**config.mk**
```make
export PLATFORM = sky130hd
export DESIGN_NAME = qss_out_buf_flat
export DESIGN_NICKNAME = d
export VERILOG_FILES = /design/src/rtl/core/qss_pkg.sv /design/src/rtl/core/qss_ifs.sv /design/src/rtl/core/qss_out_buf.sv /design/src/flat_wrapper.sv
export SDC_FILE = /design/constraint.sdc
export NUM_CORES = 1
export LEC_CHECK = 0
export ABC_AREA = 1
export BUFFER_PORTS_ARGS = -buffer_cell sky130_fd_sc_hd__buf_4
export CORE_ASPECT_RATIO = 1.25
export CORE_MARGIN = 4
export CORE_UTILIZATION = 55
export DETAILED_ROUTE_END_ITERATION = 6
export GPL_TIMING_DRIVEN = 0
export PLACE_DENSITY = 0.79
export SLEW_MARGIN = 10
export SYNTH_ARGS = -nofsm -noshare
export SYNTH_HDL_FRONTEND = slang
export SYNTH_SLANG_ARGS = --single-unit
```
**constraint.sdc**
```tcl
create_clock -name clk -period 7.25 [get_ports clk]
set_input_delay 0.3625 -clock clk [delete_from_list [all_inputs] [get_ports clk]]
set_output_delay 0.3625 -clock clk [all_outputs]
set_load 0.02 [all_outputs]
```
**src/rtl/core/qss_pkg.sv**
```systemverilog
`default_nettype none

package qss_pkg;

  localparam int DATA_W        = 32;
  localparam int INDEX_W       = 7;
  localparam int FILL_W        = 8;
  localparam int CMD_W         = 2;
  localparam int STATUS_W      = 2;
  localparam int DEPTH_DEFAULT = 128;

  typedef enum logic [CMD_W-1:0] {
    CMD_PUSH = 2'd0,
    CMD_POP  = 2'd1,
    CMD_READ = 2'd2
  } cmd_t;

  typedef enum logic [STATUS_W-1:0] {
    ST_OK    = 2'd0,
    ST_FULL  = 2'd1,
    ST_EMPTY = 2'd2,
    ST_RANGE = 2'd3
  } status_t;

  typedef struct packed {
    logic signed [DATA_W-1:0] data;
    status_t                  status;
    logic [FILL_W-1:0]        fill_count;
  } rsp_t;

  typedef struct packed {
    logic write;
    logic shift;
  } chain_ctrl_t;

endpackage

`default_nettype wire

```
**src/rtl/core/qss_ifs.sv**
```systemverilog
`default_nettype none


interface qss_rsp_if
  import qss_pkg::*;
();
  logic                      valid;
  logic                      ready;
  logic signed [DATA_W-1:0]  data;
  logic [STATUS_W-1:0]       status;
  logic [FILL_W-1:0]         fill_count;

  modport source (output valid, data, status, fill_count, input ready);
  modport sink   (input valid, data, status, fill_count, output ready);
endinterface


`default_nettype wire

```
**src/rtl/core/qss_out_buf.sv**
```systemverilog
`default_nettype none

module qss_out_buf
  import qss_pkg::*;
(
  input  wire logic   clk,
  input  wire logic   rst,
  input  wire logic   wr_en,
  input  wire rsp_t   wr_word,
  output logic        room,
  qss_rsp_if.source   rsp
);

  rsp_t       slot0;
  rsp_t       slot1;
  logic [1:0] cnt;
  logic       pop;

  assign pop            = rsp.valid && rsp.ready;
  assign room           = (cnt != 2'd2);
  assign rsp.valid      = (cnt != 2'd0);
  assign rsp.data       = slot0.data;
  assign rsp.status     = slot0.status;
  assign rsp.fill_count = slot0.fill_count;

  always_ff @(posedge clk) begin
    if (rst) begin
      cnt <= 2'd0;
    end else begin
      case ({wr_en, pop})
        2'b10: begin
          if (cnt == 2'd0) begin
            slot0 <= wr_word;
          end else begin
            slot1 <= wr_word;
          end
          cnt <= cnt + 2'd1;
        end
        2'b01: begin
          slot0 <= slot1;
          cnt   <= cnt - 2'd1;
        end
        2'b11: begin
          if (cnt == 2'd1) begin
            slot0 <= wr_word;
          end else begin
            slot0 <= slot1;
            slot1 <= wr_word;
          end
        end
        default: begin
        end
      endcase
    end
  end

endmodule

`default_nettype wire

```
**src/flat_wrapper.sv**
```systemverilog
// flat-port wrapper written by rule: the top's interface ports become plain ports
module qss_out_buf_flat import qss_pkg::*;
  (clk, rst, wr_en, wr_word, room, rsp_valid, rsp_data, rsp_status, rsp_fill_count, rsp_ready);
  qss_rsp_if rsp_i ();
  input  wire logic clk;
  input  wire logic rst;
  input  wire logic wr_en;
  input  wire rsp_t wr_word;
  output logic room;
  output wire logic [$bits(rsp_i.valid)-1:0] rsp_valid;
  output wire logic [$bits(rsp_i.data)-1:0] rsp_data;
  output wire logic [$bits(rsp_i.status)-1:0] rsp_status;
  output wire logic [$bits(rsp_i.fill_count)-1:0] rsp_fill_count;
  input wire logic [$bits(rsp_i.ready)-1:0] rsp_ready;
  assign rsp_valid = rsp_i.valid;
  assign rsp_data = rsp_i.data;
  assign rsp_status = rsp_i.status;
  assign rsp_fill_count = rsp_i.fill_count;
  assign rsp_i.ready = rsp_ready;
  qss_out_buf u_core (.clk(clk), .rst(rst), .wr_en(wr_en), .wr_word(wr_word), .room(room), .rsp(rsp_i));
endmodule
```
==> impl_results.md <==
* Largest net degree at the start of global routing at 24
* Clock slew at reported path FFs at roughly 0.080 ns
* Initial Utilization at 0.5666
* WS Path Type: flip-flop to flip-flop
* Area grow syn2layout at 27.92%
* Least-Margin Pin Slew at 0.7496 ns
* Largest area contributor in the netlist: edfxtp_1
* Fill cells at approximately 460
* PnR worst setup slack at ~4.7 ns
* Sum Neg Setup Slack at 0 ns
* Drt wl/cell at about 14 µm
* # Max-Cap Violations at 0
* Post-Synthesis Cells at 348
* Num CTS Buffers at 9
* GP Congestion at 0.7414
* Clock Tree Buf Depth at 2
* First-pass GRT wire length at between 10,000 and 15,000 µm
* Hold_buf cts at 0
* Final wirelength at 7347 µm
* Slew HR at 0.4991
* Clock root cell: clkbuf_8
* Library cells used by synthesis at 16
* Layout cells sized above 1 at 0.2757
* Initial antenna violation count at 0
* IO Pins at 90
* Critical-path maximum fanout at 11
* Via count of the routed design at 2,566
* Req. time, crit path at roughly 7.3 ns
* First-pass iteration count of the detailed router at 4
* Sequential share of the synthesized area at 0.6889
* Detailed placement HPWL at ~5200 µm
* Die X-Extent at 81.56 µm
* Pleak at between 0.002 and 0.0025 µW
* Arrival time worst endpoint at 2.65 ns
* CP endpoint kind: flip-flop
* CP startpoint kind: flip-flop
* Hold WS at 0.1999 ns
* Final nets at between 500 and 600
* Synthesized area at 0.003720 mm²
* Final period util at 0.3581
* Clock Power Share at 0.248
* IO Port Bufs at a little under 90
* Clk_skew at 0.009594 ns
* FMAX at 385.2 MHz
* Cts repair resizes at 0
* Pint at 901.1 µW
* Worst VDD drop at between 150 and 200 µV
* Post-route minimum period at 2.596 ns
* Synth warn at 0
* Psw at approximately 370 µW
* Tot GR Track Use at 0.1842
* Synth area leaders: edfxtp_1, nand2_1, inv_1
* Logic gate share of total power at 0.255
* DRC at 0
* Final Max Slew Viols at 0
* Hold Fails Final Rpt at 0
* RSZ-0062 raised after global routing: false
* Switching Fraction at 0.2904
* Mean Syn Cell Area at 10.69 µm²
* Core ar. at 0.006565 mm²
* Skew-Pair Late Insertion Delay at between 0.3 and 0.4 ns
* Global route overflow at 0
* CTS sink count at between 80 and 90
* Hold crit path type: primary input to flip-flop
* CTS HTree Levels at 3
* Post-CTS Setup Inserts at 0
* Row count at 33
* Post-route ant nets at 0
* Vias in the first global route at 2,444
* CTS tree: built
* Die Area at 0.008151 mm²
* Share of the synthesized area in the top cell type at 0.6781
* Initial DRC count at approximately 120
* Syn nets at 402
* Status: finished clean
* # diodes at 0
* Placement Setup Slack at between 4 and 5 ns
* Vias/cell at 4.717
* Seq cells post-synth at 86
* Final setup viols at 0
* Die H at 99.95 µm
* P per Cell Area at ~270 mW/mm²
* Sequential power share at 0.497
power groups by stage:
stage / Sequential [µW] / Combinational (µW) / Clock, µW
finish: 631 / 323 / 315
global route: 635 / 355 / 341
floorplan: 683 / 157 / 0
global placement: 648 / 302 / 0
detailed placement: 643 / 326 / 0
CTS: 632 / 327 / 318
synthesized netlist by cell type:
cell type and count:
a21oi_1 3, buf_4 4, buf_6 8, dfxtp_1 2, edfxtp_1 84, ha_1 8, inv_1 53, inv_2 1
nand2_1 136, nand3_1 1, nor2_1 43, nor2_2 1, nor3_1 1, o21ai_2 1, o21ai_4 1, or2_2 1
layout make-up:
type                    instances  area [µm²]  share of cell area
flip-flops and latches         86        2562              0.5385
multi-input cells             196       850.8              0.1788
repair buffers                 94       733.2              0.1541
inverters                      54       202.7             0.04260
clock buffers                  11       131.4             0.02761
plain buffers                  12       120.1             0.02524
well taps                      87       108.9             0.02288
clock inverters                 4       48.80             0.01026
cells in the final DEF (no fill, tap or decap), drive strengths merged:
| cell | Yosys | final |
|---|---|---|
| inv | 54 | 54 |
| a21oi | 3 | 3 |
| nand2 | 136 | 136 |
| nand3 | 1 | 1 |
| or2 | 1 | 1 |
| o21ai | 2 | 2 |
| clkinv | 0 | 3 |
| clkbuf | 0 | 11 |
| nor3 | 1 | 1 |
| bufinv | 0 | 1 |
| nor2 | 44 | 44 |
| buf | 12 | 106 |
| edfxtp | 84 | 84 |
| dfxtp | 2 | 2 |
| ha | 8 | 8 |
final timing paths:
path                                     from          endpoint  slack [ns]  cells past startpoint
worst max-delay path            u_core.cnt[1]  u_core.slot1[17]        4.65                     11
worst min-delay path                      rst     u_core.cnt[0]        0.20                      2
worst max register to register  u_core.cnt[1]  u_core.slot1[17]        4.65                     11
worst min register to register  u_core.cnt[0]     u_core.cnt[0]        0.51                      2
metal layers:
layer  wire length [µm]  global-route usage  vias to the layer above
li1                   -                   -                     1291
met1               2883              0.2215                     1179
met2               3932              0.3187                       81
met3                367             0.02513                       15
met4                164             0.09233                        0
met5                  0                   0                        -
worst max-delay path: stages, from the launching register on:
cell     delay, ns
dfxtp_1       0.33
inv_1         0.11
ha_1          0.19
inv_1         0.10
nand2_1       0.11
inv_1         0.09
ha_1          0.26
nand2_1       0.13
nand2_1       0.07
nor3_2        0.42
buf_4         0.31
buf_6         0.18
kinds of logic (layout without fill, tap and decap cells):
| logic type | after synthesis | in the layout | synth area share |
|---|---|---|---|
| and+or+nand+nor | 183 | 183 | 0.1867 |
| AOI/OAI and AO/OA | 5 | 5 | 0.01076 |
| adders and majority gates | 8 | 8 | 0.02691 |
| buffers and inverters | 66 | 175 | 0.08678 |
| DFF | 86 | 86 | 0.6889 |
registers in the layout (all words and copies together) (netlist names):
name and count:
u_core.rsp.fill_count 8, u_core.rsp.status 2, u_core.rsp.data 32, u_core.slot1 42, u_core.cnt 2
stage by stage:
step	total power [µW]	instance area, µm²	utilization	cells
floorplan	840.1	3720	-	348
global placement	949.9	4497	0.6850	524
detailed placement	969.0	4578	0.6974	529
CTS	1277	4758	0.7248	544
global route	1331	4758	0.7248	544
finish	1270	4758	0.7248	544
(Power assumes the default switching activity.)
